### src/ttoi_pkg.sv
// shared types and constants for the text to integer parser
package ttoi_pkg;

  localparam int unsigned MaxCount = 255;
  localparam int unsigned CountW   = $clog2(MaxCount + 1);
  localparam int unsigned ValueW   = 64;
  localparam int unsigned ChW      = 8;
  localparam int unsigned RadixW   = 5;
  localparam int unsigned ShownW   = 8;
  localparam int unsigned DigitW   = 4;
  localparam int unsigned ProdW    = ValueW + RadixW;

  localparam logic [RadixW-1:0] RadixReset = RadixW'(10);
  localparam logic [RadixW-1:0] BaseAuto   = RadixW'(0);
  localparam logic [RadixW-1:0] BaseOct    = RadixW'(8);
  localparam logic [RadixW-1:0] BaseDec    = RadixW'(10);
  localparam logic [RadixW-1:0] BaseHex    = RadixW'(16);

  localparam logic [ChW-1:0] ChSpace  = 8'd32;
  localparam logic [ChW-1:0] ChTab    = 8'd9;
  localparam logic [ChW-1:0] ChCr     = 8'd13;
  localparam logic [ChW-1:0] ChPlus   = 8'd43;
  localparam logic [ChW-1:0] ChMinus  = 8'd45;
  localparam logic [ChW-1:0] ChZero   = 8'd48;
  localparam logic [ChW-1:0] ChNine   = 8'd57;
  localparam logic [ChW-1:0] ChUpA    = 8'd65;
  localparam logic [ChW-1:0] ChUpF    = 8'd70;
  localparam logic [ChW-1:0] ChLowA   = 8'd97;
  localparam logic [ChW-1:0] ChLowF   = 8'd102;
  localparam logic [ChW-1:0] ChUpX    = 8'd88;
  localparam logic [ChW-1:0] ChLowX   = 8'd120;

  typedef enum logic [1:0] {
    PH_SPACE,
    PH_PREFIX,
    PH_ZERO,
    PH_DIGITS
  } ttoi_phase_e;

  typedef struct packed {
    logic              blank;
    logic              plus;
    logic              minus;
    logic              zero;
    logic              ex;
    logic              dig_ok;
    logic [DigitW-1:0] dig;
  } ttoi_class_t;

  typedef struct packed {
    logic                     valid;
    logic signed [ValueW-1:0] value;
    logic [ShownW-1:0]        consumed;
    logic                     overflowed;
  } ttoi_res_t;

endpackage

### src/ttoi_in_if.sv
// character input channel
interface ttoi_in_if;
  logic       valid;
  logic       ready;
  logic [7:0] ch;
  logic       first;
  logic       last;

  modport source (output valid, ch, first, last, input ready);
  modport sink (input valid, ch, first, last, output ready);
endinterface

### src/ttoi_out_if.sv
// parsed result output channel
interface ttoi_out_if;
  logic               valid;
  logic               ready;
  logic signed [63:0] value;
  logic [7:0]         consumed;
  logic               overflowed;

  modport source (output valid, value, consumed, overflowed, input ready);
  modport sink (input valid, value, consumed, overflowed, output ready);
endinterface

### src/ttoi_decode.sv
// character classification: whitespace, sign, prefix and digit value
module ttoi_decode
  import ttoi_pkg::*;
(
  input  logic [ChW-1:0] ch_i,
  output ttoi_class_t    cls_o
);

  always_comb begin
    cls_o        = '0;
    cls_o.blank  = (ch_i == ChSpace) || (ch_i >= ChTab && ch_i <= ChCr);
    cls_o.plus   = (ch_i == ChPlus);
    cls_o.minus  = (ch_i == ChMinus);
    cls_o.zero   = (ch_i == ChZero);
    cls_o.ex     = (ch_i == ChLowX) || (ch_i == ChUpX);
    if (ch_i >= ChZero && ch_i <= ChNine) begin
      cls_o.dig_ok = 1'b1;
      cls_o.dig    = DigitW'(ch_i - ChZero);
    end else if (ch_i >= ChLowA && ch_i <= ChLowF) begin
      cls_o.dig_ok = 1'b1;
      cls_o.dig    = DigitW'(ch_i - ChLowA + 8'd10);
    end else if (ch_i >= ChUpA && ch_i <= ChUpF) begin
      cls_o.dig_ok = 1'b1;
      cls_o.dig    = DigitW'(ch_i - ChUpA + 8'd10);
    end
  end

endmodule

### src/ttoi_core.sv
// parse state registers and the per-character update with multiply-add
module ttoi_core
  import ttoi_pkg::*;
(
  input  logic              clk_i,
  input  logic              rst_ni,
  input  logic              fire_i,
  input  logic [ChW-1:0]    ch_i,
  input  logic              first_i,
  input  logic              last_i,
  input  logic [RadixW-1:0] radix_i,
  output ttoi_res_t         res_o
);

  ttoi_class_t cls;

  ttoi_phase_e         phase_q, phase_d;
  logic                neg_q, neg_d;
  logic [ValueW-1:0]   mag_q, mag_d;
  logic [RadixW-1:0]   base_q, base_d;
  logic [CountW-1:0]   count_q, count_d;
  logic                wrap_q, wrap_d;
  logic                done_q, done_d;
  logic                emit;

  ttoi_decode u_decode (
    .ch_i  (ch_i),
    .cls_o (cls)
  );

  // next state
  always_comb begin
    logic             take;
    logic             reject;
    logic [ProdW-1:0] prod;
    phase_d = phase_q;
    neg_d   = neg_q;
    mag_d   = mag_q;
    base_d  = base_q;
    count_d = count_q;
    wrap_d  = wrap_q;
    done_d  = done_q;
    emit    = 1'b0;
    take    = 1'b1;
    reject  = 1'b0;
    prod    = '0;
    if (fire_i && (first_i || !done_q)) begin
      if (first_i) begin
        phase_d = PH_SPACE;
        neg_d   = 1'b0;
        mag_d   = '0;
        base_d  = radix_i;
        count_d = '0;
        wrap_d  = 1'b0;
        done_d  = 1'b0;
      end
      if (phase_d == PH_SPACE) begin
        if (cls.blank) begin
          take = 1'b0;
        end else if (cls.plus || cls.minus) begin
          neg_d   = cls.minus;
          phase_d = PH_PREFIX;
          take    = 1'b0;
        end else begin
          phase_d = PH_PREFIX;
        end
      end
      if (take && phase_d == PH_PREFIX) begin
        if (cls.zero && (base_d == BaseAuto || base_d == BaseHex)) begin
          phase_d = PH_ZERO;
          take    = 1'b0;
        end else begin
          if (base_d == BaseAuto) base_d = BaseDec;
          phase_d = PH_DIGITS;
        end
      end
      if (take && phase_d == PH_ZERO) begin
        if (cls.ex) begin
          base_d  = BaseHex;
          phase_d = PH_DIGITS;
          take    = 1'b0;
        end else begin
          if (base_d == BaseAuto) base_d = BaseOct;
          phase_d = PH_DIGITS;
        end
      end
      if (take && phase_d == PH_DIGITS) begin
        if (!cls.dig_ok || base_d == BaseAuto || RadixW'(cls.dig) >= base_d) begin
          reject = 1'b1;
        end else begin
          prod  = ProdW'(mag_d) * ProdW'(base_d) + ProdW'(cls.dig);
          mag_d = prod[ValueW-1:0];
          if (|prod[ProdW-1:ValueW]) wrap_d = 1'b1;
        end
      end
      // every step but a rejected digit consumes the character
      if (!reject && count_d < CountW'(MaxCount)) count_d = count_d + 1'b1;
      if (reject || last_i) begin
        emit   = 1'b1;
        done_d = 1'b1;
      end
    end
  end

  // result
  always_comb begin
    res_o.valid      = emit;
    res_o.value      = neg_d ? -$signed(mag_d) : $signed(mag_d);
    res_o.consumed   = (32'(count_d) > 32'd255) ? ShownW'(255) : ShownW'(count_d);
    res_o.overflowed = wrap_d;
  end

  always_ff @(posedge clk_i or negedge rst_ni) begin
    if (!rst_ni) begin
      phase_q <= PH_SPACE;
      neg_q   <= 1'b0;
      mag_q   <= '0;
      base_q  <= '0;
      count_q <= '0;
      wrap_q  <= 1'b0;
      done_q  <= 1'b1;
    end else begin
      phase_q <= phase_d;
      neg_q   <= neg_d;
      mag_q   <= mag_d;
      base_q  <= base_d;
      count_q <= count_d;
      wrap_q  <= wrap_d;
      done_q  <= done_d;
    end
  end

endmodule

### src/text_to_integer_parser.sv
// top level of the streaming text to integer parser
// Takes one character per transaction and accepts a new one every cycle while
// results are taken; a result shows on the output after the transaction that
// ends its string (the character lands in the input register at the accepting
// edge, and the parse update loads the result register once the output is
// free). The sustained rate of one character per cycle is set by the loop
// through the parse state, whose longest path is the 64 by 5 bit multiply-add
// of the magnitude. The radix register is sampled when a character marked
// first is parsed; a string yields one result, at the first rejected character
// or at the character marked last.
module text_to_integer_parser
  import ttoi_pkg::*;
(
  input  logic              clk_i,
  input  logic              rst_ni,
  input  logic              cfg_we_i,
  input  logic [RadixW-1:0] cfg_wdata_i,
  ttoi_in_if.sink           char_i,
  ttoi_out_if.source        res_o
);

  logic [RadixW-1:0] radix_val_q;
  logic              in_valid_q;
  logic [ChW-1:0]    ch_q;
  logic              first_q;
  logic              last_q;
  logic              out_valid_q;
  logic signed [ValueW-1:0] value_q;
  logic [ShownW-1:0] consumed_q;
  logic              overflowed_q;
  logic              out_free;
  logic              fire;
  ttoi_res_t         res;

  assign out_free     = !out_valid_q || res_o.ready;
  assign fire         = in_valid_q && out_free;
  assign char_i.ready = !in_valid_q || fire;

  ttoi_core u_core (
    .clk_i   (clk_i),
    .rst_ni  (rst_ni),
    .fire_i  (fire),
    .ch_i    (ch_q),
    .first_i (first_q),
    .last_i  (last_q),
    .radix_i (radix_val_q),
    .res_o   (res)
  );

  // config register
  always_ff @(posedge clk_i or negedge rst_ni) begin
    if (!rst_ni) begin
      radix_val_q <= RadixReset;
    end else if (cfg_we_i) begin
      radix_val_q <= cfg_wdata_i;
    end
  end

  // input register
  always_ff @(posedge clk_i or negedge rst_ni) begin
    if (!rst_ni) begin
      in_valid_q <= 1'b0;
    end else if (char_i.ready) begin
      in_valid_q <= char_i.valid;
    end
  end

  always_ff @(posedge clk_i) begin
    if (char_i.valid && char_i.ready) begin
      ch_q    <= char_i.ch;
      first_q <= char_i.first;
      last_q  <= char_i.last;
    end
  end

  // result register
  always_ff @(posedge clk_i or negedge rst_ni) begin
    if (!rst_ni) begin
      out_valid_q <= 1'b0;
    end else if (res.valid) begin
      out_valid_q <= 1'b1;
    end else if (res_o.ready) begin
      out_valid_q <= 1'b0;
    end
  end

  always_ff @(posedge clk_i) begin
    if (res.valid) begin
      value_q      <= res.value;
      consumed_q   <= res.consumed;
      overflowed_q <= res.overflowed;
    end
  end

  assign res_o.valid      = out_valid_q;
  assign res_o.value      = value_q;
  assign res_o.consumed   = consumed_q;
  assign res_o.overflowed = overflowed_q;

endmodule

### src/flat_wrapper.sv
// flat-port wrapper written by rule: the top's interface ports become plain ports
module text_to_integer_parser_flat import ttoi_pkg::*;
  (clk_i, rst_ni, cfg_we_i, cfg_wdata_i, char_i_valid, char_i_ch, char_i_first, char_i_last, char_i_ready, res_o_valid, res_o_value, res_o_consumed, res_o_overflowed, res_o_ready);
  ttoi_in_if char_i_i ();
  ttoi_out_if res_o_i ();
  input  logic clk_i;
  input  logic rst_ni;
  input  logic cfg_we_i;
  input  logic [RadixW-1:0] cfg_wdata_i;
  input wire logic [$bits(char_i_i.valid)-1:0] char_i_valid;
  input wire logic [$bits(char_i_i.ch)-1:0] char_i_ch;
  input wire logic [$bits(char_i_i.first)-1:0] char_i_first;
  input wire logic [$bits(char_i_i.last)-1:0] char_i_last;
  output wire logic [$bits(char_i_i.ready)-1:0] char_i_ready;
  output wire logic [$bits(res_o_i.valid)-1:0] res_o_valid;
  output wire logic [$bits(res_o_i.value)-1:0] res_o_value;
  output wire logic [$bits(res_o_i.consumed)-1:0] res_o_consumed;
  output wire logic [$bits(res_o_i.overflowed)-1:0] res_o_overflowed;
  input wire logic [$bits(res_o_i.ready)-1:0] res_o_ready;
  assign char_i_i.valid = char_i_valid;
  assign char_i_i.ch = char_i_ch;
  assign char_i_i.first = char_i_first;
  assign char_i_i.last = char_i_last;
  assign char_i_ready = char_i_i.ready;
  assign res_o_valid = res_o_i.valid;
  assign res_o_value = res_o_i.value;
  assign res_o_consumed = res_o_i.consumed;
  assign res_o_overflowed = res_o_i.overflowed;
  assign res_o_i.ready = res_o_ready;
  text_to_integer_parser u_core (.clk_i(clk_i), .rst_ni(rst_ni), .cfg_we_i(cfg_we_i), .cfg_wdata_i(cfg_wdata_i), .char_i(char_i_i), .res_o(res_o_i));
endmodule
### config.mk
export PLATFORM = sky130hd
export DESIGN_NAME = text_to_integer_parser_flat
export DESIGN_NICKNAME = d
export VERILOG_FILES = /design/src/ttoi_pkg.sv /design/src/ttoi_in_if.sv /design/src/ttoi_out_if.sv /design/src/ttoi_decode.sv /design/src/ttoi_core.sv /design/src/text_to_integer_parser.sv /design/src/flat_wrapper.sv
export SDC_FILE = /design/constraint.sdc
export NUM_CORES = 1
export LEC_CHECK = 0
export BUFFER_PORTS_ARGS = -buffer_cell sky130_fd_sc_hd__buf_2
export CELL_PAD_IN_SITES_DETAIL_PLACEMENT = 1
export CELL_PAD_IN_SITES_GLOBAL_PLACEMENT = 2
export CORE_UTILIZATION = 36
export CTS_BUF_LIST = sky130_fd_sc_hd__clkbuf_2
export DETAILED_ROUTE_END_ITERATION = 7
export PLACE_DENSITY_LB_ADDON = 0.2
export SYNTH_ARGS = -nofsm -noshare
export SYNTH_HDL_FRONTEND = slang
export SYNTH_SLANG_ARGS = --single-unit
### constraint.sdc
create_clock -name clk_i -period 8 [get_ports clk_i]
set_input_delay 0.4 -clock clk_i [delete_from_list [all_inputs] [get_ports clk_i]]
set_output_delay 0.4 -clock clk_i [all_outputs]
set_load 0.03 [all_outputs]
==> results by stage, run 1 <==
Power:
- The largest vdd supply drop is 0.000118 V.
- The share of total power dissipated in sequential elements is 0.385.
- The relative contribution of combinational cells to total power is 0.407.
- The switching share of power is 0.427.
- Summed over all nets, the switching power comes to 1200 uW.
- The completed layout was analyzed and its total power is 2820 uW.
- Summed over all cells, the static leakage comes to 0.0124 uW.
- The clock network fraction of design power is 0.208.
- The total power density per cell area is 105 mW/mm^2.
- The internal portion of the total power is 1610 uW.

Place:
- The congestion estimate from routability-driven global placement came to 0.933.
- The total half-perimeter wirelength after legalization and detailed placement is 57600 um.
- After detailed placement, the total cell area comes to 0.0238 mm^2.
- In this run the tool buffered the top-level ports with 94 buffer cells.
- The placed cell count is 3440.

GRT:
- For this run, global-route usage on met1 was measured as 0.334.
- The pin count of the biggest net entering global routing is 112.
- Summed over all layers, the global routing overflow is 0.
- Across every metal layer, demand over resource in global routing totals 0.261.
- The global-route wire length before repair is 115000 um.
- The number of antenna violations at the first check in global routing is 3.
- The busiest metal layer after global routing is met2.
- For met2 alone, demand over resource in global routing was 0.456.
- The number of global-route vias before repair was 20549.
- For met3 alone, demand over resource in global routing was 0.0365.

Routing:
- The final routed DRC violation total is 0.
- The routed design has 75800 um of wire.
- The length of the first detailed-routing pass in iterations is 5.
- The post-detailed-route wirelength per cell is 21.2 um.
- In this run the remaining antenna-violating nets after routing total 0.
- The overall via count from detail_route is 19094.
- The initial DRC count is 822.
- After detailed routing, the number of vias per cell comes to 5.34.

CTS:
- The number of levels the H-tree was split into is 4.
- CTS placed an instance of sky130_fd_sc_hd__clkbuf_2 at the clock tree root.
- The clock latency of the later-clocked register in the worst-skew pair is 1.07 ns.
- In this run the deepest clock path goes through 2 buffers.
- Clock-pin slew was measured on the worst setup and hold paths at 0.32 ns.
- TritonCTS created 17 clock buffers.
- The number of clock sinks seen by CTS is 172.
- TritonCTS built the clock tree.

Min path:
- The number of cells on the worst hold path is 4.
- The destination of the worst hold path is u_core.res_o.valid$_DFFE_PN0P_.
- In this run the most critical hold path is launched from res_o_ready.
- The min-delay analysis places its worst path in the category input port to flop.

Logic synthesis:
- Counting flops with an async set or reset pin after synthesis yields a share of 0.517.
- In this run, synthesis produced a sequential element count of 172.
- The number of nets in the synthesized netlist is 2762.
- The cell area after synthesis is 0.0204 mm^2.
- In this run, synthesis inferred 83 flip-flops with an integrated enable.
- The most used flip-flop cell after synthesis is sky130_fd_sc_hd__dfrtp_1.
- The sequential share of the synthesized area is 0.232.
- For this run, the number of Yosys warnings is 0.
- The synthesized area per cell is 8.49 um^2.
- The distinct cell type count after synthesis is 92.
- The post-synthesis cell count is 2404.

Outcome:
- The run finished with clean final reports.

Floorplan:
- The die covers 0.0576 mm^2.
- The I/O pin count is 95.
- After floorplanning, the core was divided into 86 placement rows.
- The region available for standard cell placement spans 0.0555 mm^2.
- The vertical die dimension is 240 um.
- The x dimension of the die is 240 um.
- The effective utilization at floorplan is 0.367.

Setup path:
- At the worst endpoint, the required time is 8.81 ns.
- The capturing point of the worst reg2reg path is u_core.res_o.value[63]$_DFFE_PP_.
- The register-to-register setup slack is 0.18 ns.
- Data on the critical path arrives at its endpoint at 8.63 ns.
- In this run the worst path has a maximum fanout of 7.
- The critical-path cell with the highest stage delay is sky130_fd_sc_hd__fa_1.
- Grouping stages by cell kind, the critical path spends the most delay in simple AND/OR/NAND/NOR gates.
- The worst register-to-register path begins at u_core.ch_q[1]$_DFFE_PP_.
- The nature of the critical path endpoint is a flop.
- The category of the worst setup path launch point is a flop.
- The setup path with the least slack is of type flop to flop.
- The biggest cell delay along the critical path is 0.54 ns.
- Counting cells, the worst reg-to-reg path comes to 36.
- The critical path contains buffers and inverters numbering 12 combined.
- Among the stages of the critical path, the cell type that occurs most often is sky130_fd_sc_hd__buf_6.

Timing:
- Derived from the worst setup path, the maximum achievable clock frequency is 0.128 GHz.
- Setup repair after global routing could not meet its margin everywhere.
- Measured against its own limit, the worst slew margin works out to 0.241.
- Final hold analysis gives a worst-case slack of 0.130 ns.
- The final max-slew violation count is 0.
- The clock arrives with 0.0736 ns of skew.
- The total negative setup slack is 0 ns.
- Setup violations remaining at the end of the flow were counted as 0.
- Dividing the final minimum period by the clock period gives 0.978.
- The actual transition at the worst max-transition pin is 1.14 ns.
- The final hold violation count came to 0.
- The shortest clock period the worst path allows after layout is 7.82 ns.

Flow run:
- Across the run, the number of max-cap violations was 0.

Cells and area:
- Once layout is done, the placed cells without fillers occupy 0.0267 mm^2.
- In the final layout, the share of cells above drive strength 1 is 0.270.
- In the layout the commonest cells are 366 x sky130_fd_sc_hd__nor2_1, 319 x sky130_fd_sc_hd__buf_4, 314 x sky130_fd_sc_hd__inv_1.
- The post-synthesis to final-layout area growth is 30.9%.
- The net count of the finished layout is 3165.
- The most common cell after layout, fill and taps aside is sky130_fd_sc_hd__nor2_1.
- The count of cells in the finished layout, fillers not included, comes to 3575.
[metrics by stage]
step | setup WS [ns] | util
floorplan | 0.184 | -
global placement | -0.328 | 0.428
detailed placement | -0.403 | 0.428
CTS | -0.0314 | 0.452
global route | -0.132 | 0.481
finish | 0.177 | 0.481
[routing by layer]
layer  vias to the layer above  part of all wire
li1                       8863                 -
met1                      9837              0.45
met2                       297              0.50
met3                        97             0.034
met4                         0             0.024
met5                         -                 0
[layout make-up]
cell class                      count  area [um^2]
Antenna cell                        7         17.5
Clock buffer                       18         90.1
Clock inverter                     14          179
Fill cell                        6503        28800
Inverter                          324         1220
Multi-Input combinational cell   1801        15600
Sequential cell                   172         4720
Tap cell                          748          936
Timing Repair Buffer              491         3910
[synth_stat cells (4+ instances only)]
cell type                   instances  area [um^2]
sky130_fd_sc_hd__inv_1            324         1220
sky130_fd_sc_hd__o2111ai_1          5         43.8
sky130_fd_sc_hd__edfxtp_1          83         2490
sky130_fd_sc_hd__a2111oi_0          5         43.8
sky130_fd_sc_hd__clkbuf_1          87          327
sky130_fd_sc_hd__buf_1              9         33.8
sky130_fd_sc_hd__nand3b_1           7         52.6
sky130_fd_sc_hd__nor2b_1           12         75.1
sky130_fd_sc_hd__fa_1             190         3800
sky130_fd_sc_hd__or2_2             12         75.1
sky130_fd_sc_hd__nor3_1            23          115
sky130_fd_sc_hd__and2_1            12         75.1
sky130_fd_sc_hd__nand4_1           33          206
sky130_fd_sc_hd__nand3_1           69          345
sky130_fd_sc_hd__o21ai_1           21          105
sky130_fd_sc_hd__a31oi_1           38          238
sky130_fd_sc_hd__dfrtp_1           86         2150
sky130_fd_sc_hd__a41oi_1            4         35.0
sky130_fd_sc_hd__o21ai_0          114          571
sky130_fd_sc_hd__o31ai_1           15          113
sky130_fd_sc_hd__ha_1             148         1850
sky130_fd_sc_hd__o211ai_1          19          143
sky130_fd_sc_hd__nand2_1          137          514
sky130_fd_sc_hd__mux2i_1           11          110
sky130_fd_sc_hd__o31a_1             4         35.0
sky130_fd_sc_hd__nor2_1           395         1480
sky130_fd_sc_hd__a21oi_1          106          531
sky130_fd_sc_hd__nor4_1            12         75.1
sky130_fd_sc_hd__nand2b_1          86          538
sky130_fd_sc_hd__o21a_1            26          195
sky130_fd_sc_hd__a211oi_1          10         75.1
sky130_fd_sc_hd__and3_1            18          113
sky130_fd_sc_hd__or3_1             19          119
sky130_fd_sc_hd__xnor2_1           65          569
sky130_fd_sc_hd__a21boi_0           7         52.6
sky130_fd_sc_hd__a221oi_1           4         35.0
sky130_fd_sc_hd__a31o_2             4         35.0
sky130_fd_sc_hd__xor2_1            45          394
sky130_fd_sc_hd__a21o_1            19          143
sky130_fd_sc_hd__mux2_2            13          146
sky130_fd_sc_hd__buf_2              5         25.0
sky130_fd_sc_hd__and4_1             4         35.0
sky130_fd_sc_hd__nor3b_1            6         45.0
[cell families (layout without fill, tap and decap cells)]
kind of cell	count (synthesis)	count (layout)	share of synthesized area
adders and majority gates	338	338	0.277
xor gates and xnor gates	110	110	0.0472
DFF	172	172	0.232
muxes	25	25	0.0137
other	0	7	0
AOI/OAI and AO/OA	453	453	0.144
and+or+nand+nor	875	875	0.205
buffers and inverters	431	847	0.0816
[sequential cells by signal, indices dropped and copies added (netlist names), 2 cells and up]
name	count
u_core.u_core.mag_q	64
u_core.res_o.consumed	8
u_core.u_core.phase_q	2
u_core.radix_val_q	5
u_core.u_core.count_q	8
u_core.ch_q	8
u_core.u_core.base_q	5
u_core.res_o.value	64
[power by group through the flow]
stage	registers [uW]	clock network [uW]	logic (uW)
6_report	1080	587	1150
5_1_grt	1100	628	1210
4_1_cts	1080	610	990
3_5_place_dp	1100	0	923
3_3_place_gp	1100	0	908
2_1_floorplan	1210	0	360
[worst max-delay path by stage]
| stage | from | to | depth (start not counted) | slack [ns] |
|---|---|---|---|---|
| final | u_core.ch_q[1]$_DFFE_PP_ | u_core.res_o.value[63]$_DFFE_PP_ | 36 | 0.18 |
| after global routing | u_core.ch_q[1]$_DFFE_PP_ | u_core.res_o.value[63]$_DFFE_PP_ | 33 | -0.13 |
| after CTS | u_core.ch_q[0]$_DFFE_PP_ | u_core.res_o.value[42]$_DFFE_PP_ | 33 | -0.03 |
| after detailed placement | u_core.ch_q[0]$_DFFE_PP_ | u_core.res_o.value[49]$_DFFE_PP_ | 34 | -0.40 |
| after global placement | u_core.ch_q[0]$_DFFE_PP_ | u_core.res_o.value[49]$_DFFE_PP_ | 32 | -0.33 |
| after floorplan | u_core.ch_q[0]$_DFFE_PP_ | u_core.res_o.value[63]$_DFFE_PP_ | 29 | 0.18 |
[tightest hold or removal path, cell delays in order]
cell and delay (ns):
sky130_fd_sc_hd__dlygate4sd3_1 0.52, sky130_fd_sc_hd__buf_2 0.10, sky130_fd_sc_hd__nand2b_1 0.14, sky130_fd_sc_hd__nand2_1 0.06
[what timing repair did]
action                     in CTS  in global routing
resized for setup              90                251
pin swaps                      41                127
hold buffers                   42                  0
cloned                          1                  4
setup endpoints to repair      29                 39
buffers inserted               13                 39
hold endpoints to repair      116                  0
(Power assumes the default switching activity.)
==> inputs of run 2 (changes only) <==
--- a/config.mk
+++ b/config.mk
@@ -6,12 +6,13 @@
 export NUM_CORES = 1
 export LEC_CHECK = 0
 export BUFFER_PORTS_ARGS = -buffer_cell sky130_fd_sc_hd__buf_2
+export CAP_MARGIN = 15
 export CELL_PAD_IN_SITES_DETAIL_PLACEMENT = 1
 export CELL_PAD_IN_SITES_GLOBAL_PLACEMENT = 2
 export CORE_UTILIZATION = 36
 export CTS_BUF_LIST = sky130_fd_sc_hd__clkbuf_2
 export DETAILED_ROUTE_END_ITERATION = 7
-export PLACE_DENSITY_LB_ADDON = 0.2
+export PLACE_DENSITY = 0.88
 export SYNTH_ARGS = -nofsm -noshare
 export SYNTH_HDL_FRONTEND = slang
 export SYNTH_SLANG_ARGS = --single-unit
==> results by stage, run 2 (same netlist as run 1, synthesis figures left out) <==
Place:
- The routability congestion estimate is 0.945 (+1.3%).
- The post-place instance area is 0.0232 mm^2 (-2.5%).
- The number of I/O port buffers was 94 (unchanged).
- The total half-perimeter wirelength after legalization and detailed placement is 56800 um (-1.4%).

Setup path:
- The endpoint arrival time on the critical path is 8.96 ns (+0.33 ns).
- The cell count along the critical path was 31 (-14%).
- The required time of the critical path is 8.86 ns (+0.05 ns).
- The critical-path cell with the highest stage delay is sky130_fd_sc_hd__fa_1.
- The count of buffering cells on the critical path with inverters included is 7 (-5).
- The worst setup path is captured at a flop.
- The category of the worst setup path launch point is a flop.
- The cell family contributing the most delay on the critical path is compound AO/OA/AOI/OAI gates.
- The depth of the worst register-to-register path was 31 (-14%).
- The worst setup path is of the flop to flop kind.
- The largest fanout on the critical path came to 7 (unchanged).
- The biggest cell delay along the critical path was 0.56 ns (+0.02 ns).

Cells and area:
- The layout filler cell count is 6602 (+1.5%).
- The final layout net count came to 3080 (-2.7%).
- The library cells used most frequently in the layout, excluding fill and tap cells, are 375 x sky130_fd_sc_hd__nor2_1, 321 x sky130_fd_sc_hd__inv_1, 256 x sky130_fd_sc_hd__buf_4.
- The cell area after layout came to 0.0253 mm^2 (-5.4%).
- The share of cells above drive strength 1 was 0.221 (-0.0487).
- The area taken by multi-input logic gates is 0.0150 mm^2 (-3.9%).
- The core occupancy in the finished layout came to 0.455 (-0.0261).
- The most common cell after layout, fill and taps aside is sky130_fd_sc_hd__nor2_1.
- Compared with the post-synthesis result, the final layout area differs by 23.8%.
- The storage element area is 0.00472 mm^2 (unchanged).

Timing:
- The actual transition at the worst max-transition pin is 1.19 ns (+0.0493 ns).
- Setup repair after global routing could not meet its margin everywhere.
- The least setup slack across all paths after layout was -0.101 ns (-0.278 ns).
- The worst hold margin is 0.111 ns (-0.0194 ns).
- The number of failing setup endpoints in the final timing report is 8 (+8).
- The fmax is 0.123 GHz (-3.4%).
- The final hold violation count is 0 (unchanged).
- The final worst-path cycle share is 1.01 (+0.0348).
- The total negative setup slack came to -0.357 ns (-0.357 ns).
- The tightest slew margin relative to the limit is 0.200 (-0.0412).
- The shortest clock period the worst path allows after layout is 8.10 ns (+0.278 ns).
- The final max-slew violation count is 0 (unchanged).
- The post-route clock skew is 0.0832 ns (+0.00956 ns).

Routing:
- The overall via count from detail_route is 19320 (+1.2%).
- The final routed DRC violation total is 0 (unchanged).
- The average vias per placed instance is 5.54 (+3.7%).
- The length of the first detailed-routing pass in iterations is 5 (unchanged).
- The final routed wirelength across all metal layers is 75400 um (-0.49%).
- The post-detailed-route wirelength per cell is 21.6 um (+2.0%).
- The number of nets with antenna violations after detailed routing was 0 (unchanged).
- The initial DRC count is 948 (+15%).

Power:
- The overall power of the completed layout came to 2700 uW (-4.0%).
- The total power density per cell area is 107 mW/mm^2 (+1.5%).
- The leakage dissipation was 0.0118 uW (-4.7%).
- The largest vdd supply drop came to 0.000113 V (-4.0%).

CTS:
- The clock latency of the later-clocked register in the worst-skew pair came to 1.13 ns (+0.06 ns).
- The tree is rooted in a sky130_fd_sc_hd__clkbuf_2.
- The maximum buffer depth of the clock tree is 2 (unchanged).
- The number of buffers created by CTS was 17 (unchanged).
- The number of levels the H-tree was split into is 4 (unchanged).
- TritonCTS built the clock tree.
- The clock transition at the registers of the reported paths was 0.36 ns (+0.04 ns).
- The number of clock sinks seen by CTS is 172 (unchanged).

Floorplan:
- The floorplan core area was 0.0555 mm^2 (unchanged).
- The overall die area is 0.0576 mm^2 (unchanged).
- The vertical die dimension was 240 um (unchanged).
- The I/O pin count was 95 (unchanged).
- The number of rows created at floorplan came to 86 (unchanged).
- The x dimension of the die is 240 um (unchanged).
- The effective utilization at floorplan is 0.367 (unchanged).

Min path:
- The type of the worst min-delay path is input port to flop.
- The number of cells on the worst hold path was 4 (unchanged).

GRT:
- The global-route wire length before repair is 114000 um (-0.56%).
- The total routing resource utilization after global routing is 0.256 (-0.00524).
- The number of antenna violations at the first check in global routing is 4 (+1).
- The number of global-route vias before repair came to 20853 (+1.5%).
- The aggregate global routing overflow is 0 (unchanged).
- The pin count of the biggest net entering global routing was 74 (-34%).

Outcome:
- The run finished, with violations left.
- The final reports fail on negative setup slack.

Flow run:
- The number of max-cap violations is 0 (unchanged).
run 2: power breakdown:
part / leakage, uW / switching, uW / internal [uW]
sequential: 0.00202 / 59.8 / 1040
combinational: 0.00962 / 725 / 300
clock: 0.000165 / 416 / 164
total: 0.0118 / 1200 / 1500
run 2: worst paths after layout:
check	startpoint	endpoint	slack [ns]
worst max-delay path	u_core.ch_q[0]$_DFFE_PP_	u_core.res_o.value[49]$_DFFE_PP_	-0.10
worst min-delay path	res_o_ready	u_core.res_o.valid$_DFFE_PN0P_	0.11
worst max register to register	u_core.ch_q[0]$_DFFE_PP_	u_core.res_o.value[49]$_DFFE_PP_	-0.10
worst min register to register	u_core.u_core.done_q$_DFFE_PN1P_	u_core.u_core.done_q$_DFFE_PN1P_	0.49
max in group asynchronous	rst_ni	u_core.u_core.mag_q[31]$_DFF_PN0_	6.71
min in group asynchronous	rst_ni	u_core.u_core.base_q[3]$_DFFE_PN0P_	0.28
run 2: what timing repair did:
action                                  CTS  global route
endpoints found under the setup margin   25            39
pin swaps                                 8            31
hold buffers                             42             0
resized for setup                        28           184
hold endpoints to repair                115             0
gates cloned                              0             6
setup buffers                             9            22
run 2: worst reg2reg max path: cells and delay by family, from the launching register on:
kind	cells	cell delay, ns
xor gates and xnor gates	1	0.10
AOI/OAI and AO/OA	12	2.46
DFF	1	0.52
and+or+nand+nor	6	1.77
adders and majority gates	5	2.11
buffers and inverters	7	0.91
run 2: area by class of cell:
cell class	instances	area share
Multi-Input combinational cell	1802	0.595
Sequential cell	172	0.187
Timing Repair Buffer	405	0.121
Inverter	324	0.0482
Tap cell	748	0.0370
Clock inverter	15	0.00768
Clock buffer	17	0.00337
Antenna cell	5	0.000495
run 2: routing by layer:
layer	vias to the layer above	GRT usage	routed length (um)
li1	8688	-	-
met1	9955	0.314	31700
met2	497	0.455	37300
met3	180	0.0315	3450
met4	0	0.0955	3000
met5	-	0	0
run 2: per-stage QoR:
stage,worst slack [ns],cells
5_1_grt,-0.318,3486
4_1_cts,-0.00823,3455
2_1_floorplan,0.184,2404
3_5_place_dp,-0.304,3372
6_report,-0.101,3488
3_3_place_gp,-0.0188,3372
==> inputs of run 3 (changes only) <==
--- a/config.mk
+++ b/config.mk
@@ -12,7 +12,8 @@
 export CORE_UTILIZATION = 36
 export CTS_BUF_LIST = sky130_fd_sc_hd__clkbuf_2
 export DETAILED_ROUTE_END_ITERATION = 7
-export PLACE_DENSITY = 0.88
+export PLACE_DENSITY_LB_ADDON = 0.05
 export SYNTH_ARGS = -nofsm -noshare
 export SYNTH_HDL_FRONTEND = slang
+export SYNTH_HIERARCHICAL = 1
 export SYNTH_SLANG_ARGS = --single-unit
==> results by stage, run 3 <==
Place:
- The number of I/O port buffers came to 94 (unchanged).
- The total half-perimeter wirelength after legalization and detailed placement is 66600 um (+17%).
- The routability congestion estimate is 0.949 (+0.41%).
- The post-place instance area is 0.0254 mm^2 (+9.7%).
- The setup slack at placement was -0.889 ns (-0.585 ns).

CTS:
- The clock transition at the registers of the reported paths is 0.38 ns (+0.02 ns).
- The number of levels the H-tree was split into is 4 (unchanged).
- TritonCTS built the clock tree.
- The clock latency of the later-clocked register in the worst-skew pair came to 1.13 ns (about the same).
- The number of buffers created by CTS is 17 (unchanged).
- The buffer cell driving the clock tree root is sky130_fd_sc_hd__clkbuf_2.
- The maximum buffer depth of the clock tree is 2 (unchanged).
- The number of clock sinks seen by CTS is 172 (unchanged).

Floorplan:
- The floorplan core area was 0.0567 mm^2 (+2.1%).
- The number of rows created at floorplan is 87 (+1.2%).
- The effective utilization at floorplan is 0.367 (-0.000781).
- The I/O pin count is 95 (unchanged).
- The vertical die dimension is 242 um (+0.95%).
- The overall die area came to 0.0587 mm^2 (+1.9%).
- The x dimension of the die is 242 um (+0.95%).

Logic synthesis:
- The flop and latch count out of synthesis is 172 (unchanged).
- By count the netlist is led by 395 x sky130_fd_sc_hd__nor2_1, 326 x sky130_fd_sc_hd__inv_1, 222 x sky130_fd_sc_hd__nand2_1.
- The cell taking the most area after synthesis is sky130_fd_sc_hd__fa_1.
- The fraction of registers with async set or reset after synthesis is 0.517 (unchanged).
- Among all cell types in the netlist, the one instantiated most often is sky130_fd_sc_hd__nor2_1.
- The count of yosys warnings during synthesis was 6 (+6).
- The proportion of netlist area held by the largest area contributor is 0.183 (-0.00352).
- The distinct cell type count after synthesis was 94 (+2.2%).
- The sequential share of the synthesized area came to 0.227 (-0.00438).
- The count of flip-flops with a built-in enable after synthesis was 83 (unchanged).
- Yosys attributes the largest share of cell area to sky130_fd_sc_hd__fa_1 18%, sky130_fd_sc_hd__edfxtp_1 12%, sky130_fd_sc_hd__dfrtp_1 10%.
- The cell area after synthesis was 0.0208 mm^2 (+1.9%).
- The post-synthesis cell count came to 2500 (+4.0%).
- The synthesized area per cell is 8.32 um^2 (-2.0%).
- Among all flip-flop cells after synthesis, the most frequent one is sky130_fd_sc_hd__dfrtp_1.
- The total nets after synthesis is 2857 (+3.4%).

Timing:
- The final hold violation count is 0 (unchanged).
- Setup repair after global routing could not meet its margin everywhere.
- The number of failing setup endpoints in the final timing report is 26 (+18).
- The fmax was 0.120 GHz (-2.6%).
- The final max-slew violation count is 0 (unchanged).
- The least setup slack across all paths after layout is -0.321 ns (-0.220 ns).
- The tightest slew margin relative to the limit came to 0.227 (+0.0277).
- The shortest clock period the worst path allows after layout was 8.32 ns (+0.220 ns).
- The post-route clock skew came to 0.0598 ns (-0.0234 ns).
- The final worst-path cycle share is 1.04 (+0.0275).
- The actual transition at the worst max-transition pin is 1.16 ns (-0.0290 ns).

Routing:
- The final routed wirelength across all metal layers is 89800 um (+19%).
- The overall via count from detail_route came to 21204 (+9.8%).
- The post-detailed-route wirelength per cell was 23.2 um (+7.2%).
- The average vias per placed instance is 5.47 (-1.2%).
- The length of the first detailed-routing pass in iterations is 4 (-1).
- The initial DRC count came to 1139 (+20%).
- The number of nets with antenna violations after detailed routing was 0 (unchanged).
- The final routed DRC violation total is 0 (unchanged).

Setup path:
- The startpoint of the worst setup timing path is u_core/ch_q[0]$_DFFE_PP_.
- The nature of the critical path endpoint is a flop.
- STA classifies the critical path startpoint as a flop.
- The critical path is of the flop to flop type.
- The depth of the worst register-to-register path came to 40 (+29%).
- In this run the critical register-to-register path is launched from u_core/ch_q[0]$_DFFE_PP_.
- The endpoint arrival time on the critical path is 9.20 ns (+0.24 ns).
- The required time of the critical path came to 8.88 ns (+0.02 ns).
- Among all stages on the critical path, the largest delay is contributed by sky130_fd_sc_hd__fa_1.
- The most frequent cell on the critical path is sky130_fd_sc_hd__buf_6.
- The biggest cell delay along the critical path is 0.53 ns (-0.03 ns).
- In this run the critical register-to-register path is captured at u_core/res_o.value[62]$_DFFE_PP_.
- The largest fanout on the critical path is 8 (+1).
- The register-to-register setup slack is -0.32 ns (-0.22 ns).

Cells and area:
- The most common cell after layout, fill and taps aside is sky130_fd_sc_hd__buf_4.
- The layout filler cell count came to 6515 (-1.3%).
- The post-synthesis to final-layout area growth is 44.5%.
- The top cell types in the final layout, fill and taps aside, are 495 x sky130_fd_sc_hd__buf_4, 334 x sky130_fd_sc_hd__nor2_1, 299 x sky130_fd_sc_hd__inv_1.
- The share of cells above drive strength 1 was 0.362 (+0.141).
- The cell area after layout came to 0.0300 mm^2 (+19%).
- The final layout net count is 3456 (+12%).

GRT:
- The aggregate global routing overflow is 0 (unchanged).
- The total routing resource utilization after global routing is 0.307 (+0.0512).
- The number of global-route vias before repair is 23517 (+13%).
- The global-route wire length before repair came to 138000 um (+20%).
- The pin count of the biggest net entering global routing is 82 (+11%).
- The number of antenna violations at the first check in global routing is 2 (-2).

Outcome:
- The run finished, with violations left.
- The checks that failed: negative setup slack.

Power:
- The leakage dissipation came to 0.0140 uW (+19%).
- The largest vdd supply drop was 0.000149 V (+32%).
- The total power density per cell area is 99.1 mW/mm^2 (-7.4%).

Flow run:
- The number of max-cap violations is 0 (unchanged).

Min path:
- The tightest min-delay check is of the input port to asynchronous set/reset pin type.
[run 3: where the power goes]
part	switching (uW)	leakage, uW	internal (uW)	total [uW]
registers	63.9	0.00202	1030	1090
clock network	453	0.000170	146	600
logic	837	0.0118	450	1290
[run 3: kinds of logic after synthesis]
| kind of cell | Yosys count | share of synthesized area |
|---|---|---|
| buf+inv | 457 | 0.0867 |
| xor+xnor | 98 | 0.0413 |
| flops | 172 | 0.227 |
| mux | 20 | 0.00999 |
| compound gates | 491 | 0.158 |
| fa+ha+maj | 337 | 0.271 |
| simple gates | 925 | 0.205 |
[run 3: final cells by class]
cell class	instances	area (um^2)	area share
Multi-Input combinational cell	1871	17100	0.568
Timing Repair Buffer	709	5770	0.192
Sequential cell	172	4720	0.157
Inverter	328	1230	0.0410
Tap cell	756	946	0.0315
Clock inverter	15	218	0.00725
Clock buffer	17	85.1	0.00283
Antenna cell	5	12.5	0.000416
[run 3: how the worst max path moves through the flow]
stage / end / slack (ns) / cells after the start
global placement: u_core/res_o.value[57]$_DFFE_PP_ / -0.77 / 39
finish: u_core/res_o.value[62]$_DFFE_PP_ / -0.32 / 40
detailed placement: u_core/res_o.value[57]$_DFFE_PP_ / -0.89 / 38
CTS: u_core/res_o.value[62]$_DFFE_PP_ / -0.22 / 35
global route: u_core/res_o.value[62]$_DFFE_PP_ / -0.59 / 38
floorplan: u_core/res_o.value[43]$_DFFE_PP_ / 0.03 / 32
[run 3: repair_timing]
item                                    4_1_cts  5_1_grt
endpoints found under the hold margin       117        0
buffers inserted                             68       48
gates cloned                                  7        0
gates resized for setup                     417      171
pin swaps                                   155      109
hold buffers                                 44        0
endpoints found under the setup margin       41       41
[run 3: routing by layer]
metal,track usage,share of wire,up-vias
met2,0.526,0.49,488
li1,-,-,9691
met5,0,0,-
met3,0.0407,0.033,131
met4,0.110,0.031,0
met1,0.394,0.44,10894
[run 3: through the flow]
stage	power [uW]	util	hold WS, ns	cells	TNS (ns)
after floorplan	1560	-	0.104	2500	0
after global placement	2000	0.449	0.477	3672	-16.88
after detailed placement	2030	0.449	0.493	3672	-21.65
after CTS	2900	0.509	0.0817	3822	-2.51
after global routing	3090	0.530	0.155	3872	-14.19
final	2980	0.530	0.281	3873	-5.02
[run 3: critical path, delay by kind of cell (launching register included)]
family | cells | cell delay (ns)
AOI/OAI and AO/OA | 10 | 1.91
xor gates and xnor gates | 2 | 0.23
adders and majority gates | 5 | 1.75
buffers and inverters | 13 | 1.90
DFF | 1 | 0.50
and+or+nand+nor | 10 | 1.72
